File: config.mk
export PLATFORM = sky130hd
export DESIGN_NAME = double_ended_queue_unit
export DESIGN_NICKNAME = d
export VERILOG_FILES = /design/src/rtl/deq_pkg.sv /design/src/rtl/double_ended_queue_unit.sv /design/src/rtl/deq_ram.sv /design/src/rtl/deq_front.sv /design/src/rtl/deq_back.sv
export VERILOG_INCLUDE_DIRS = /design/src /design/src/rtl
export SDC_FILE = /design/constraint.sdc
export NUM_CORES = 1
export LEC_CHECK = 0
export BUFFER_PORTS_ARGS = -buffer_cell sky130_fd_sc_hd__buf_2
export CAP_MARGIN = 40
export CORE_ASPECT_RATIO = 1.75
export CORE_MARGIN = 1.5
export CORE_UTILIZATION = 41
export CTS_CLUSTER_SIZE = 20
export DETAILED_ROUTE_END_ITERATION = 8
export GPL_TIMING_DRIVEN = 0
export HOLD_SLACK_MARGIN = 0.08
export MAX_ROUTING_LAYER = met4
export PLACE_DENSITY = 0.58
export SETUP_SLACK_MARGIN = 0.05
export SLEW_MARGIN = 10
export SYNTH_ARGS = -nofsm -noshare
export SYNTH_HDL_FRONTEND = slang
export SYNTH_HIERARCHICAL = 1
export SYNTH_SLANG_ARGS = --single-unit
File: constraint.sdc
create_clock -name clk -period 5.35 [get_ports clk]
set_input_delay 0.2675 -clock clk [delete_from_list [all_inputs] [get_ports clk]]
set_output_delay 0.2675 -clock clk [all_outputs]
set_load 0.03 [all_outputs]
File: src/rtl/assert_macros.svh
// ----------------------------------------------------------------------------
// Assertion macros
// Shared concurrent assertion forms for the deque RTL.
// ----------------------------------------------------------------------------
`ifndef ASSERT_MACROS_SVH
`define ASSERT_MACROS_SVH

// expr must hold at every clock edge outside reset
`define DEQ_ASSERT_ALWAYS(name, ck, rs, expr, msg) \
  name: assert property (@(posedge ck) disable iff (rs) (expr)) \
    else $error(msg);

// ante implies cons in the same cycle
`define DEQ_ASSERT_IMPLY(name, ck, rs, ante, cons, msg) \
  name: assert property (@(posedge ck) disable iff (rs) (ante) |-> (cons)) \
    else $error(msg);

`endif

File: src/rtl/deq_pkg.sv
// ----------------------------------------------------------------------------
// Deque package
// Types and constants shared by the double-ended queue blocks.
// ----------------------------------------------------------------------------
package deq_pkg;

  localparam int DEQ_DEPTH = 16;
  localparam int DATA_W    = 32;
  localparam int KIND_W    = 3;
  localparam int STATUS_W  = 2;
  localparam int OUT_DEPTH = 4;

  localparam logic [KIND_W-1:0] KIND_PUSH_FRONT = 3'd0;
  localparam logic [KIND_W-1:0] KIND_PUSH_BACK  = 3'd1;
  localparam logic [KIND_W-1:0] KIND_POP_FRONT  = 3'd2;
  localparam logic [KIND_W-1:0] KIND_POP_BACK   = 3'd3;
  localparam logic [KIND_W-1:0] KIND_DUMP       = 3'd4;

  localparam logic [STATUS_W-1:0] ST_OK    = 2'd0;
  localparam logic [STATUS_W-1:0] ST_EMPTY = 2'd1;
  localparam logic [STATUS_W-1:0] ST_FULL  = 2'd2;

  typedef enum logic [2:0] {
    OP_PUSH_FRONT,
    OP_PUSH_BACK,
    OP_POP_FRONT,
    OP_POP_BACK,
    OP_DUMP
  } op_t;

  typedef enum logic {
    BK_IDLE,
    BK_DUMP
  } back_state_t;

  typedef struct packed {
    logic [KIND_W-1:0]        kind;
    logic signed [DATA_W-1:0] value;
  } item_t;

  typedef struct packed {
    logic [STATUS_W-1:0]      status;
    logic signed [DATA_W-1:0] data;
    logic                     last;
  } result_t;

  typedef struct packed {
    op_t                      op;
    logic signed [DATA_W-1:0] value;
  } cmd_t;

endpackage

File: src/rtl/double_ended_queue_unit.sv
// Order: a push or pop status passes through the front command queue and the
//   result queue to the result ports; a dump's entries follow its RAM reads.
// Throughput: one push or pop per cycle while neither queue is full and no dump
//   runs; a dump holds the back end (one RAM read per entry), an empty one does not.
// Reset (rst, synchronous): queue empty, front index zero, no RAM clear.
// ----------------------------------------------------------------------------
// Double-ended queue unit
// Front end decodes and queues commands, back end runs them on the ring store.
// ----------------------------------------------------------------------------
module double_ended_queue_unit #(
  parameter int DEPTH = deq_pkg::DEQ_DEPTH
) (
  input  logic             clk,
  input  logic             rst,
  input  logic             push,
  output logic             full,
  input  deq_pkg::item_t   item,
  output logic             empty,
  input  logic             pop,
  output deq_pkg::result_t result
);

  import deq_pkg::*;

  logic cmd_valid;
  logic cmd_ready;
  cmd_t cmd;

  deq_front u_front (
    .clk       (clk),
    .rst       (rst),
    .push      (push),
    .full      (full),
    .item      (item),
    .cmd_valid (cmd_valid),
    .cmd_ready (cmd_ready),
    .cmd       (cmd)
  );

  deq_back #(
    .DEPTH (DEPTH)
  ) u_back (
    .clk       (clk),
    .rst       (rst),
    .cmd_valid (cmd_valid),
    .cmd_ready (cmd_ready),
    .cmd       (cmd),
    .empty     (empty),
    .pop       (pop),
    .result    (result)
  );

endmodule

File: src/rtl/deq_ram.sv
// ----------------------------------------------------------------------------
// Deque RAM
// Generic single-write, single-read RAM with registered read data.
// ----------------------------------------------------------------------------
module deq_ram #(
  parameter int WIDTH = 32,
  parameter int DEPTH = 16,
  localparam int AW = $clog2(DEPTH)
) (
  input  logic             clk,
  input  logic             we,
  input  logic [AW-1:0]    waddr,
  input  logic [WIDTH-1:0] wdata,
  input  logic             re,
  input  logic [AW-1:0]    raddr,
  output logic [WIDTH-1:0] rdata
);

  logic [WIDTH-1:0] mem [DEPTH];

  always_ff @(posedge clk) begin
    if (we) begin
      mem[waddr] <= wdata;
    end
    if (re) begin
      rdata <= mem[raddr];
    end
  end

endmodule

File: src/rtl/deq_front.sv
// ----------------------------------------------------------------------------
// Deque front end
// Accepts input beats, decodes the kind, drops unused codes and holds
// decoded commands in a two-entry queue for the back end.
// ----------------------------------------------------------------------------
module deq_front (
  input  logic           clk,
  input  logic           rst,
  input  logic           push,
  output logic           full,
  input  deq_pkg::item_t item,
  output logic           cmd_valid,
  input  logic           cmd_ready,
  output deq_pkg::cmd_t  cmd
);

  import deq_pkg::*;

  cmd_t       q [2];
  logic       wp;
  logic       rp;
  logic [1:0] cnt;
  logic       dec_ok;
  cmd_t       dec;
  logic       enq;
  logic       deq;

  always_comb begin
    dec_ok    = 1'b1;
    dec.value = item.value;
    dec.op    = OP_PUSH_FRONT;
    case (item.kind)
      KIND_PUSH_FRONT: dec.op = OP_PUSH_FRONT;
      KIND_PUSH_BACK:  dec.op = OP_PUSH_BACK;
      KIND_POP_FRONT:  dec.op = OP_POP_FRONT;
      KIND_POP_BACK:   dec.op = OP_POP_BACK;
      KIND_DUMP:       dec.op = OP_DUMP;
      default:         dec_ok = 1'b0;
    endcase
  end

  assign full      = (cnt == 2'd2);
  assign cmd_valid = (cnt != 2'd0);
  assign cmd       = q[rp];
  assign enq       = push && !full && dec_ok;
  assign deq       = cmd_valid && cmd_ready;

  always_ff @(posedge clk) begin
    if (enq) begin
      q[wp] <= dec;
    end
  end

  always_ff @(posedge clk) begin
    if (rst) begin
      wp  <= 1'b0;
      rp  <= 1'b0;
      cnt <= 2'd0;
    end else begin
      if (enq) begin
        wp <= ~wp;
      end
      if (deq) begin
        rp <= ~rp;
      end
      case ({enq, deq})
        2'b10:   cnt <= cnt + 2'd1;
        2'b01:   cnt <= cnt - 2'd1;
        default: cnt <= cnt;
      endcase
    end
  end

endmodule

File: src/rtl/deq_back.sv
// ----------------------------------------------------------------------------
// Deque back end
// Executes commands against the ring store, sequences dumps one entry per
// cycle while the output queue has room, buffers results in a small output queue.
// ----------------------------------------------------------------------------
`include "assert_macros.svh"

module deq_back #(
  parameter int DEPTH = deq_pkg::DEQ_DEPTH
) (
  input  logic             clk,
  input  logic             rst,
  input  logic             cmd_valid,
  output logic             cmd_ready,
  input  deq_pkg::cmd_t    cmd,
  output logic             empty,
  input  logic             pop,
  output deq_pkg::result_t result
);

  import deq_pkg::*;

  localparam int IW  = $clog2(DEPTH);
  localparam int CW  = $clog2(DEPTH + 1);
  localparam int SW  = IW + 1;
  localparam int OCW = $clog2(OUT_DEPTH + 1);
  localparam int OPW = $clog2(OUT_DEPTH);

  localparam logic [CW-1:0]  DEPTH_C     = CW'(DEPTH);
  localparam logic [SW-1:0]  DEPTH_S     = SW'(DEPTH);
  localparam logic [IW-1:0]  LAST_SLOT   = IW'(DEPTH - 1);
  localparam logic [OCW-1:0] OUT_CNT_MAX = OCW'(OUT_DEPTH);
  localparam logic [OPW-1:0] OUT_LAST    = OPW'(OUT_DEPTH - 1);

  back_state_t state, state_next;
  logic [IW-1:0] front_index, front_index_next;
  logic [CW-1:0] count, count_next;
  logic [IW-1:0] dump_ptr, dump_ptr_next;
  logic [CW-1:0] dump_idx, dump_idx_next;
  logic          rd_pend;
  logic          rd_last;
  logic          rd_en;
  logic          rd_last_next;

  logic              ram_we;
  logic [IW-1:0]     ram_waddr;
  logic [DATA_W-1:0] ram_rdata;

  logic                imm_valid;
  logic [STATUS_W-1:0] imm_status;
  logic [SW-1:0]       back_sum;
  logic [IW-1:0]       back_slot;
  logic [IW-1:0]       front_dec;
  logic [IW-1:0]       front_inc;
  logic [IW-1:0]       dump_inc;

  result_t        ofifo [OUT_DEPTH];
  logic [OPW-1:0] out_wp;
  logic [OPW-1:0] out_rp;
  logic [OCW-1:0] out_cnt;
  logic           out_we;
  logic           out_re;
  result_t        out_wdata;

  assign back_sum  = SW'(front_index) + SW'(count);
  assign back_slot = (back_sum >= DEPTH_S) ? IW'(back_sum - DEPTH_S) : back_sum[IW-1:0];
  assign front_dec = (front_index == '0) ? LAST_SLOT : front_index - 1'b1;
  assign front_inc = (front_index == LAST_SLOT) ? '0 : front_index + 1'b1;
  assign dump_inc  = (dump_ptr == LAST_SLOT) ? '0 : dump_ptr + 1'b1;

  always_comb begin
    state_next       = state;
    front_index_next = front_index;
    count_next       = count;
    dump_ptr_next    = dump_ptr;
    dump_idx_next    = dump_idx;
    cmd_ready        = 1'b0;
    ram_we           = 1'b0;
    ram_waddr        = back_slot;
    rd_en            = 1'b0;
    rd_last_next     = 1'b0;
    imm_valid        = 1'b0;
    imm_status       = ST_OK;
    case (state)
      BK_IDLE: begin
        if (cmd_valid && !rd_pend && (out_cnt < OUT_CNT_MAX)) begin
          cmd_ready = 1'b1;
          case (cmd.op)
            OP_PUSH_FRONT: begin
              imm_valid = 1'b1;
              if (count == DEPTH_C) begin
                imm_status = ST_FULL;
              end else begin
                front_index_next = front_dec;
                ram_we           = 1'b1;
                ram_waddr        = front_dec;
                count_next       = count + 1'b1;
              end
            end
            OP_PUSH_BACK: begin
              imm_valid = 1'b1;
              if (count == DEPTH_C) begin
                imm_status = ST_FULL;
              end else begin
                ram_we     = 1'b1;
                count_next = count + 1'b1;
              end
            end
            OP_POP_FRONT: begin
              imm_valid = 1'b1;
              if (count == '0) begin
                imm_status = ST_EMPTY;
              end else begin
                front_index_next = front_inc;
                count_next       = count - 1'b1;
              end
            end
            OP_POP_BACK: begin
              imm_valid = 1'b1;
              if (count == '0) begin
                imm_status = ST_EMPTY;
              end else begin
                count_next = count - 1'b1;
              end
            end
            OP_DUMP: begin
              if (count == '0) begin
                imm_valid  = 1'b1;
                imm_status = ST_EMPTY;
              end else begin
                state_next    = BK_DUMP;
                dump_ptr_next = front_index;
                dump_idx_next = '0;
              end
            end
            default: begin
              imm_valid = 1'b0;
            end
          endcase
        end
      end
      BK_DUMP: begin
        if ((out_cnt + OCW'(rd_pend)) < OUT_CNT_MAX) begin
          rd_en         = 1'b1;
          rd_last_next  = (dump_idx == count - 1'b1);
          dump_ptr_next = dump_inc;
          dump_idx_next = dump_idx + 1'b1;
          if (rd_last_next) begin
            state_next = BK_IDLE;
          end
        end
      end
      default: begin
        state_next = BK_IDLE;
      end
    endcase
  end

  always_ff @(posedge clk) begin
    if (rst) begin
      state       <= BK_IDLE;
      front_index <= '0;
      count       <= '0;
      rd_pend     <= 1'b0;
    end else begin
      state       <= state_next;
      front_index <= front_index_next;
      count       <= count_next;
      rd_pend     <= rd_en;
    end
  end

  always_ff @(posedge clk) begin
    dump_ptr <= dump_ptr_next;
    dump_idx <= dump_idx_next;
    if (rd_en) begin
      rd_last <= rd_last_next;
    end
  end

  deq_ram #(
    .WIDTH (DATA_W),
    .DEPTH (DEPTH)
  ) u_ram (
    .clk   (clk),
    .we    (ram_we),
    .waddr (ram_waddr),
    .wdata (cmd.value),
    .re    (rd_en),
    .raddr (dump_ptr),
    .rdata (ram_rdata)
  );

  // result queue; a dump read's data arrives in the cycle after its issue
  always_comb begin
    out_wdata.status = imm_status;
    out_wdata.data   = '0;
    out_wdata.last   = 1'b1;
    if (rd_pend) begin
      out_wdata.status = ST_OK;
      out_wdata.data   = ram_rdata;
      out_wdata.last   = rd_last;
    end
  end

  assign out_we = imm_valid || rd_pend;
  assign empty  = (out_cnt == '0);
  assign out_re = pop && !empty;
  assign result = ofifo[out_rp];

  always_ff @(posedge clk) begin
    if (out_we) begin
      ofifo[out_wp] <= out_wdata;
    end
  end

  always_ff @(posedge clk) begin
    if (rst) begin
      out_wp  <= '0;
      out_rp  <= '0;
      out_cnt <= '0;
    end else begin
      if (out_we) begin
        out_wp <= (out_wp == OUT_LAST) ? '0 : out_wp + 1'b1;
      end
      if (out_re) begin
        out_rp <= (out_rp == OUT_LAST) ? '0 : out_rp + 1'b1;
      end
      case ({out_we, out_re})
        2'b10:   out_cnt <= out_cnt + 1'b1;
        2'b01:   out_cnt <= out_cnt - 1'b1;
        default: out_cnt <= out_cnt;
      endcase
    end
  end

  `DEQ_ASSERT_ALWAYS(a_count_bound, clk, rst, count <= DEPTH_C, "entry count above depth")
  `DEQ_ASSERT_ALWAYS(a_ofifo_bound, clk, rst, out_cnt <= OUT_CNT_MAX, "result queue overflow")
  `DEQ_ASSERT_IMPLY(a_rd_from_dump, clk, rst, rd_pend, $past(state) == BK_DUMP, "stray read")
  `DEQ_ASSERT_IMPLY(a_dump_holds, clk, rst, state == BK_DUMP, count == $past(count), "count moved in dump")
  `DEQ_ASSERT_IMPLY(a_no_double_wr, clk, rst, rd_pend, !imm_valid, "two result writes at once")

endmodule

==> flow_metrics.env, run 1 <==
export IMPL_ys_top_cells_by_area="edfxtp_1 (76%), mux4_2 (12%), dfxtp_1 (1.7%)"
export IMPL_htree_levels=3
export IMPL_antenna_found_initial=1
export IMPL_drc_errors=0
export IMPL_post_synth_cell_area_avg_um2=21.3
export IMPL_num_rows=131
export IMPL_place_congestion=0.772
export IMPL_grt_ovfl_total=0
export IMPL_cts_root_buffer="clkbuf_16"
export IMPL_postSynth_asyncResetShare=0
export IMPL_ant_nets=0
export IMPL_drive_gt1_frac=0.280
export IMPL_vias_per_cell=5.44
export IMPL_cts_path_max_buffers=3
export IMPL_synthTopCellsByCount="edfxtp_1 (764), mux4_2 (163), a22oi_1 (64)"
export IMPL_hold_viol=0
export IMPL_critPathMaxFanout=10
export IMPL_rsz0062_at_grt="no"
export IMPL_slew_headroom=0.408
export IMPL_hp_class="in -> reg"
export IMPL_ys_seq_elements=789
export IMPL_die_w_um=208
export IMPL_tightest_slew_ps=885
export IMPL_yosys_warnings=6
export IMPL_powerDensity_nw_per_um2=429
export IMPL_netlist_area_um2=30200
export IMPL_period_minus_slack_ps=4920
export IMPL_dr_pass1_iters=7
export IMPL_port_buffers=75
export IMPL_drv_slew=0
export IMPL_max_freq_mhz=203
export IMPL_synth_most_common_cell="edfxtp_1"
export IMPL_finalPower_uw=15000
export IMPL_dpl_hpwl_um=43100
export IMPL_nNetsFinal=1697
export IMPL_insertion_delay_ps=620
export IMPL_first_global_vias=15300
export IMPL_setup_violations=0
export IMPL_end_kind="flip-flop"
export IMPL_ios=76
export IMPL_synthXorXnorAreaFrac=0.00741
export IMPL_track_usage=0.179
export IMPL_crit_path_start_kind="flip-flop"
export IMPL_synth_top_family_by_area="multiplexers"
export IMPL_first_iter_violations=1075
export IMPL_synth_area_mux_share=0.137
export IMPL_via_count=14300
export IMPL_numCtsBuffers=69
export IMPL_synth_fa_ha_area_frac=0.00878
export IMPL_design_core_area_um2=72900
export IMPL_crit_type="reg -> reg"
export IMPL_synth_enable_flop_cells=764
export IMPL_synth_ff_type="edfxtp_1"
export IMPL_clock_skew_ps=28.2
export IMPL_wl_per_cell_um=24.6
export IMPL_initial_core_util=0.414
export IMPL_syn_num_nets=1476
export IMPL_hold_buffers=37
export IMPL_max_cap_viol_count=0
export IMPL_synth_compound_area_share=0.0275
export IMPL_crit_arrival_ps=5210
export IMPL_netlist_area_leader_share=0.759
export IMPL_postCtsSetupBuffers=0
export IMPL_grt_max_degree=29
export IMPL_synth_area_leader_cell="edfxtp_1"
export IMPL_synth_cell_types=57
export IMPL_cts_tree="yes"
export IMPL_finalCritPeriodShare=0.920
export IMPL_grt_pass1_wl_um=96100
export IMPL_status="complete, no violations"
export IMPL_routed_wirelength_um=64400
export IMPL_clkSinkCount=789
export IMPL_die_h_um=362
export IMPL_cp_required_ps=5640
export IMPL_die_area_um2=75400
export IMPL_p_leak_uw=0.0112
export IMPL_fin_util=0.480
export IMPL_ir_worst_vdd_mv=0.200
export IMPL_synth_cells=1417
export IMPL_cts_clk_slew_worst_paths_ps=70
export IMPL_syn_to_final_growth_pct=15.9
export IMPL_ys_seq_area_frac=0.776
export IMPL_cts_resized_gates=0
export IMPL_yosys_area_share_simple=0.0301
[area by class of cell]
class / count / area (um2)
antenna: 1 / 2.50
buffer: 67 / 334
clock buffer: 85 / 1850
clock inverter: 38 / 358
fill: 5930 / 37900
inverter: 19 / 71.3
multi-input combinational: 542 / 6510
sequential: 789 / 23400
tap: 931 / 1160
timing repair buffer: 150 / 1290
[routing by layer]
layer | routed length [um] | track usage | share of wire | vias to the layer above
met5 | 0 | - | 0 | -
met4 | 1760 | 0.0638 | 0.027 | 0
met3 | 2640 | 0.0259 | 0.041 | 112
met2 | 36200 | 0.332 | 0.56 | 361
met1 | 23800 | 0.193 | 0.37 | 7515
li1 | - | - | - | 6278
[metrics by stage]
| stage | hold WS (ps) | cell area [um2] | setup slack, ps | setup TNS (ps) | std cells |
|---|---|---|---|---|---|
| after detailed placement | 459 | 32400 | 194 | 0 | 2459 |
| after CTS | 140 | 35000 | 157 | 0 | 2619 |
| after floorplan | 337 | 30200 | 208 | 0 | 1417 |
| after global routing | 178 | 35000 | 235 | 0 | 2622 |
| after global placement | 454 | 31800 | -3650 | -863270 | 2423 |
| final | 143 | 35000 | 430 | 0 | 2622 |
[registers in the layout (all words and copies together), names as in the netlist, named ones only]
register	cells
u_back/ofifo	140
u_back/out_rp	2
u_back/out_cnt	3
u_back/state	1
u_front/q	70
u_back/rd_last	1
u_back/u_ram/rdata	32
u_back/out_wp	2
u_back/dump_idx	5
u_back/front_index	4
u_front/rp	1
u_back/rd_pend	1
u_back/u_ram/mem	512
u_front/cnt	2
u_back/count	5
u_front/wp	1
u_back/dump_ptr	4
[critical path: stages, from the launching register on]
cell and delay [ps]:
dfxtp_1 310, buf_2 410, buf_2 510, mux2_2 390, clkbuf_2 190, nor4_4 490
mux2_2 430, or3b_2 600, nor3_2 510, buf_4 270, buf_4 210, buf_4 240
[cell usage in the layout, fill, tap and decap left out, drive strengths merged, types with 18 or more instances in the layout]
| cell type | netlist | layout |
|---|---|---|
| edfxtp | 764 | 764 |
| mux4 | 163 | 163 |
| buf | 38 | 151 |
| clkbuf | 29 | 114 |
| a22oi | 64 | 64 |
| nand2 | 41 | 41 |
| and2 | 40 | 40 |
| mux2 | 38 | 38 |
| dlygate4sd3 | 0 | 37 |
| nor2 | 37 | 37 |
| clkinv | 0 | 26 |
| dfxtp | 25 | 25 |
| inv | 19 | 23 |
| a21oi | 19 | 19 |
| ha | 18 | 18 |
[cells by family (layout without fill, tap and decap cells)]
family,after synthesis,count (layout)
mux,206,206
other cells,0,1
xor+xnor,24,24
fa+ha+maj,20,20
buf+inv,86,359
compound gates,119,119
simple gates,173,173
flops,789,789
[path summary, 6_finish.rpt]
kind                          startpoint                                to  slack, ps  depth (start not counted)
max                            flip-flop  u_back/u_ram/mem[0][7]$_DFFE_PP_        430                         11
min                                  pop     u_back/out_rp[0]$_SDFFE_PP0P_        140                          4
max reg2reg                    flip-flop  u_back/u_ram/mem[0][7]$_DFFE_PP_        430                         11
min reg2reg  u_front/cnt[1]$_SDFFE_PP0P_       u_front/cnt[1]$_SDFFE_PP0P_        520                          2
[report_power, final]
group	total, uW	internal (uW)	switching, uW
combinational	2510	879	1630
sequential	7580	7460	120
clock	4940	2760	2180
total	15000	11100	3930
Power figures use the tool's default switching activity.
==> run 2: changes to the inputs <==
Settings changed: SYNTH_HIERARCHICAL 1 to default.
==> flow_metrics.env, run 2 <==
export IMPL_met1_usage=0.192
export IMPL_r2r_slack_ps=1940
export IMPL_worstHoldEndpoint="u_back.out_rp[1]$_SDFFE_PP0P_"
export IMPL_crit_arrival_ps=3760
export IMPL_nNetsFinal=1649
export IMPL_diodes=0
export IMPL_initial_core_util=0.415
export IMPL_finalCritPeriodShare=0.637
export IMPL_status="complete, no violations"
export IMPL_fin_util=0.483
export IMPL_hold_path_startpoint="pop"
export IMPL_vias_per_cell=5.39
export IMPL_dr_pass1_iters=6
export IMPL_crit_top_cell="buf_4"
export IMPL_timing_rr_start="u_back.front_index[0]$_SDFFE_PP0P_"
export IMPL_die_h_um=363
export IMPL_cts_path_max_buffers=3
export IMPL_antenna_found_initial=0
export IMPL_synth_area_leader_cell="edfxtp_1"
export IMPL_rsz0062_at_grt="no"
export IMPL_p_leak_uw=0.0113
export IMPL_grt_met2_usage=0.350
export IMPL_die_area_um2=75700
export IMPL_fin_ws_ps=1940
export IMPL_largest_reg_flops=512
export IMPL_clkSinkCount=789
export IMPL_numCtsBuffers=69
export IMPL_slew_headroom=0.429
export IMPL_drive_gt1_frac=0.307
export IMPL_ys_top_cells_by_area="edfxtp_1 (76%), mux4_2 (14%), dfxtp_1 (1.6%)"
export IMPL_num_rows=131
export IMPL_clock_skew_ps=18.9
export IMPL_yosys_warnings=0
export IMPL_ys_seq_area_frac=0.773
export IMPL_period_minus_slack_ps=3410
export IMPL_design_core_area_um2=73100
export IMPL_netlist_area_leader_share=0.756
export IMPL_fin_setup_tns_ps=0
export IMPL_crit_path_start_kind="flip-flop"
export IMPL_end_kind="flip-flop"
export IMPL_track_usage=0.183
export IMPL_cts_clk_slew_worst_paths_ps=60
export IMPL_final_common_cell="edfxtp_1"
export IMPL_cts_tree="yes"
export IMPL_crit_path_cell_trace="clkbuf_1 -> inv_1 -> ha_1 -> o21bai_1 -> a21oi_1 -> nor4_1 -> a31oi_1 -> nor3_2 -> buf_4 -> buf_6 -> buf_4"
export IMPL_hold_buffers=37
export IMPL_synth_cells=1355
export IMPL_cp_slowest_cell="a31oi_1"
export IMPL_startpoint="u_back.front_index[0]$_SDFFE_PP0P_"
export IMPL_post_place_ws_ps=1960
export IMPL_netlist_area_um2=30300
export IMPL_reg2regPathDepth=11
export IMPL_insertion_delay_ps=620
export IMPL_first_global_vias=15200
export IMPL_port_buffers=75
export IMPL_cp_num_buf_inv=5
export IMPL_max_cap_viol_count=0
export IMPL_htree_levels=3
export IMPL_ir_worst_vdd_mv=0.215
export IMPL_crit_family="compound AO/OA/AOI/OAI gates"
export IMPL_grt_use_met3=0.0228
export IMPL_syn_to_final_growth_pct=16.4
export IMPL_powerDensity_nw_per_um2=430
export IMPL_synth_ff_type="edfxtp_1"
export IMPL_postSynth_asyncResetShare=0
export IMPL_postCtsSetupBuffers=0
export IMPL_synth_cell_types=55
export IMPL_design_area_um2=35300
export IMPL_detailed_place_area_um2=32800
export IMPL_synthTopCellsByCount="edfxtp_1 (764), mux4_2 (195), and2_1 (41)"
export IMPL_via_count=13900
export IMPL_ios=76
export IMPL_first_iter_violations=1075
export IMPL_die_w_um=209
export IMPL_critPathMaxStageDelay_ps=590
export IMPL_drv_slew=0
export IMPL_place_congestion=0.781
export IMPL_wl_per_cell_um=25.5
export IMPL_final_cell_mix="edfxtp_1 (764), mux4_2 (195), buf_2 (97)"
export IMPL_fill_cells=5943
export IMPL_cts_resized_gates=0
export IMPL_hp_class="in -> reg"
export IMPL_grt_max_degree=34
export IMPL_top_regs="u_back.u_ram.mem x512, u_back.ofifo x140, u_front.q x70"
export IMPL_grt_ovfl_total=0
export IMPL_synth_enable_flop_cells=764
export IMPL_hold_viol=0
export IMPL_drc_errors=0
export IMPL_timing_rr_end="u_back.u_ram.mem[9][20]$_DFFE_PP_"
export IMPL_cts_root_buffer="clkbuf_16"
export IMPL_post_synth_cell_area_avg_um2=22.4
export IMPL_tightest_slew_ps=856
export IMPL_top_register="u_back.u_ram.mem"
export IMPL_dpl_hpwl_um=44700
export IMPL_top_usage_layer="met2"
export IMPL_synth_most_common_cell="edfxtp_1"
export IMPL_critPathMaxFanout=9
export IMPL_cp_required_ps=5700
export IMPL_ys_seq_elements=789
export IMPL_holdPathStages=4
export IMPL_syn_num_nets=1413
export IMPL_ant_nets=0
export IMPL_setup_violations=0
export IMPL_grt_pass1_wl_um=97000
export IMPL_crit_type="reg -> reg"
export IMPL_max_freq_mhz=294
export IMPL_routed_wirelength_um=65800
==> run 2: metal layers <==
layer  wire (um)  share of wire  vias up
met3        2630          0.040      118
met1       23500           0.36     7356
met4        2010          0.031        0
met5           0              0        -
met2       37600           0.57      325
li1            -              -     6099
==> run 2: worst reg2reg max path, cell delays in order (launching register included) <==
cell	delay [ps]
dfxtp_1	390
clkbuf_1	310
inv_1	80
ha_1	280
o21bai_1	180
a21oi_1	390
nor4_1	110
a31oi_1	590
nor3_2	220
buf_4	250
buf_6	160
buf_4	190
==> run 2: stage by stage <==
stage | power [uW] | hold WS [ps] | std cells
6_report | 15200 | 150 | 2577
3_3_place_gp | 10200 | 455 | 2361
5_1_grt | 15800 | 194 | 2577
3_5_place_dp | 10500 | 460 | 2414
4_1_cts | 15400 | 127 | 2577
2_1_floorplan | 9500 | 340 | 1355
==> run 2: logic make-up after synthesis <==
| kind of cell | share of synthesized area |
|---|---|
| buffers and inverters | 0.0106 |
| xor gates and xnor gates | 0.00808 |
| AOI/OAI and AO/OA | 0.0101 |
| adders and majority gates | 0.00833 |
| muxes | 0.162 |
| DFF | 0.773 |
| and+or+nand+nor | 0.0281 |
==> run 2: how the worst max path moves through the flow <==
stage | end | slack, ps | cells after the start
2_1_floorplan | u_back.u_ram.mem[8][0]$_DFFE_PP_ | 1190 | 7
3_3_place_gp | u_back.u_ram.mem[8][20]$_DFFE_PP_ | -2440 | 6
3_5_place_dp | u_back.u_ram.mem[9][20]$_DFFE_PP_ | 1960 | 11
4_1_cts | u_back.u_ram.mem[9][20]$_DFFE_PP_ | 1930 | 11
5_1_grt | u_back.u_ram.mem[9][20]$_DFFE_PP_ | 1750 | 10
6_report | u_back.u_ram.mem[9][20]$_DFFE_PP_ | 1940 | 11
==> run 2: report_power, final <==
part | internal [uW] | switching, uW
Sequential | 7470 | 118
Clock | 2720 | 2170
Combinational | 999 | 1710
Total | 11200 | 3990
==> run 2: cell type report <==
class                   count  area (um2)  share of cell area
clock inverters            41         339             0.00960
inverters                  13        48.8             0.00138
clock buffers              85        1850              0.0524
flip-flops and latches    789       23400               0.664
repair buffers            165        1500              0.0425
multi-input cells         490        6710               0.190
plain buffers              63         272             0.00769
well taps                 931        1160              0.0330
==> run 3: changes to the inputs <==
Settings changed: PLACE_DENSITY 0.58 to 0.56.
Clock period 5.35 ns to 3.4 ns, I/O delays scaled along.
==> flow_metrics.env, run 3 (synthesis gave the netlist of run 2 again) <==
export IMPL_num_rows=131
export IMPL_holdPathStages=4
export IMPL_crit_path_start_kind="flip-flop"
export IMPL_hp_class="in -> reg"
export IMPL_cts_clk_slew_worst_paths_ps=60
export IMPL_drc_errors=0
export IMPL_numCtsBuffers=70
export IMPL_setup_violations=0
export IMPL_cp_slowest_cell="and2_2"
export IMPL_drv_slew=0
export IMPL_drive_gt1_frac=0.315
export IMPL_final_common_cell="edfxtp_1"
export IMPL_place_congestion=0.760
export IMPL_r2r_slack_ps=110
export IMPL_detailed_place_area_um2=32900
export IMPL_track_usage=0.184
export IMPL_fin_cells=2589
export IMPL_clkSinkCount=789
export IMPL_crit_path_end="u_back.u_ram.mem[5][24]$_DFFE_PP_"
export IMPL_dpl_hpwl_um=44000
export IMPL_max_cap_viol_count=0
export IMPL_p_leak_uw=0.0114
export IMPL_grt_ovfl_total=0
export IMPL_htree_levels=3
export IMPL_tightest_slew_ps=844
export IMPL_cts_tree="yes"
export IMPL_largest_reg_flops=512
export IMPL_nNetsFinal=1664
export IMPL_max_freq_mhz=304
export IMPL_die_w_um=209
export IMPL_top_regs="u_back.u_ram.mem x512, u_back.ofifo x140, u_front.q x70"
export IMPL_powerDensity_nw_per_um2=670
export IMPL_hold_viol=0
export IMPL_final_cell_mix="edfxtp_1 (764), mux4_2 (195), buf_2 (97)"
export IMPL_p_int_uw=17500
export IMPL_top_register="u_back.u_ram.mem"
export IMPL_power_switching_uw=6340
export IMPL_seq_power_share=0.500
export IMPL_syn_to_final_growth_pct=17.4
export IMPL_cp_depth=9
export IMPL_routed_wirelength_um=65800
export IMPL_crit_path_cell_trace="clkbuf_1 -> inv_1 -> ha_1 -> o21bai_1 -> a21oi_2 -> nand4_1 -> o31ai_1 -> and2_2 -> buf_16"
export IMPL_vias_per_cell=5.37
export IMPL_grt_pass1_wl_um=97500
export IMPL_ant_nets=0
export IMPL_cp_required_ps=3700
export IMPL_port_buffers=75
export IMPL_via_count=13900
export IMPL_dr_pass1_iters=5
export IMPL_status="complete, no violations"
export IMPL_ios=76
export IMPL_startpoint="u_back.front_index[0]$_SDFFE_PP0P_"
export IMPL_first_iter_violations=1049
export IMPL_insertion_delay_ps=610
export IMPL_swShare=0.266
export IMPL_critPathMaxFanout=19
export IMPL_crit_family="simple AND/OR/NAND/NOR gates"
export IMPL_initial_core_util=0.415
export IMPL_cp_num_buf_inv=3
export IMPL_clock_skew_ps=22.3
export IMPL_fill_cells=5871
export IMPL_rsz0062_at_grt="yes"
export IMPL_timing_rr_start="u_back.front_index[0]$_SDFFE_PP0P_"
export IMPL_antenna_found_initial=0
export IMPL_combPwrFrac=0.181
export IMPL_cts_root_buffer="clkbuf_16"
export IMPL_reg2regPathDepth=9
export IMPL_timing_rr_end="u_back.u_ram.mem[5][24]$_DFFE_PP_"
export IMPL_p_clk_frac=0.319
export IMPL_design_area_um2=35600
export IMPL_period_minus_slack_ps=3290
export IMPL_die_h_um=363
export IMPL_slew_headroom=0.433
export IMPL_critPathMaxStageDelay_ps=750
export IMPL_place_inst=2414
export IMPL_end_kind="flip-flop"
export IMPL_design_core_area_um2=73100
export IMPL_finalCritPeriodShare=0.968
export IMPL_first_global_vias=15000
export IMPL_cts_path_max_buffers=3
export IMPL_diodes=0
export IMPL_fin_util=0.487
export IMPL_wl_per_cell_um=25.4
export IMPL_die_area_um2=75700
export IMPL_crit_arrival_ps=3590
export IMPL_grt_max_degree=24
export IMPL_ir_worst_vdd_mv=0.286
export IMPL_crit_type="reg -> reg"
run 3: power groups by stage:
stage	clock (uW)	sequential, uW	combinational (uW)
2_1_floorplan	0	12100	2850
3_3_place_gp	0	12200	3940
3_5_place_dp	0	12200	4310
4_1_cts	7800	11900	4360
5_1_grt	8130	12000	4670
6_report	7610	11900	4320
run 3: metrics by stage:
stage | total power (uW) | hold WS (ps) | TNS [ps] | setup slack [ps]
2_1_floorplan | 15000 | 243 | -48780 | -762
3_3_place_gp | 16100 | 357 | -1144510 | -4230
3_5_place_dp | 16500 | 361 | -536 | -67.7
4_1_cts | 24100 | 103 | 0 | 55.5
5_1_grt | 24800 | 149 | -15.7 | -5.05
6_report | 23900 | 115 | 0 | 110
run 3: area by class of cell:
cell class,instances,area [um2],area share
timing repair buffer,179,1770,0.0497
clock buffer,93,1940,0.0545
tap,931,1160,0.0327
multi-input combinational,490,6780,0.190
sequential,789,23400,0.658
clock inverter,31,213,0.00597
buffer,63,272,0.00762
inverter,13,48.8,0.00137
run 3: timing repair:
item / 4_1_cts / 5_1_grt
setup buffers: 0 / 13
gates resized for setup: 4 / 10
hold buffers: 38 / 0
endpoints found under the hold margin: 77 / 0
endpoints found under the setup margin: 22 / 259
pin swaps: 0 / 3
run 3: metal layers:
layer / vias to the layer above / part of all wire / GRT usage
li1: 6133 / - / -
met1: 7329 / 0.38 / 0.203
met2: 315 / 0.55 / 0.336
met3: 118 / 0.036 / 0.0247
met4: 0 / 0.031 / 0.0675
met5: - / 0 / -
run 3: worst min-delay path by stage:
stage / end / start / slack (ps)
finish: u_front.wp$_SDFFE_PP0P_ / push / 110
global route: u_front.wp$_SDFFE_PP0P_ / push / 150
global placement: u_front.q[0][20]$_DFFE_PP_ / item[20] / 360
detailed placement: u_front.q[0][4]$_DFFE_PP_ / item[4] / 360
floorplan: u_back.front_index[1]$_SDFFE_PP0P_ / rst / 240
CTS: u_front.wp$_SDFFE_PP0P_ / push / 100
run 3: worst register-to-register path, cell delays in order (launching register included):
cell and delay (ps):
dfxtp_1 380, clkbuf_1 340, inv_1 90, ha_1 280, o21bai_1 200, a21oi_2 320
nand4_1 170, o31ai_1 180, and2_2 750, buf_16 250
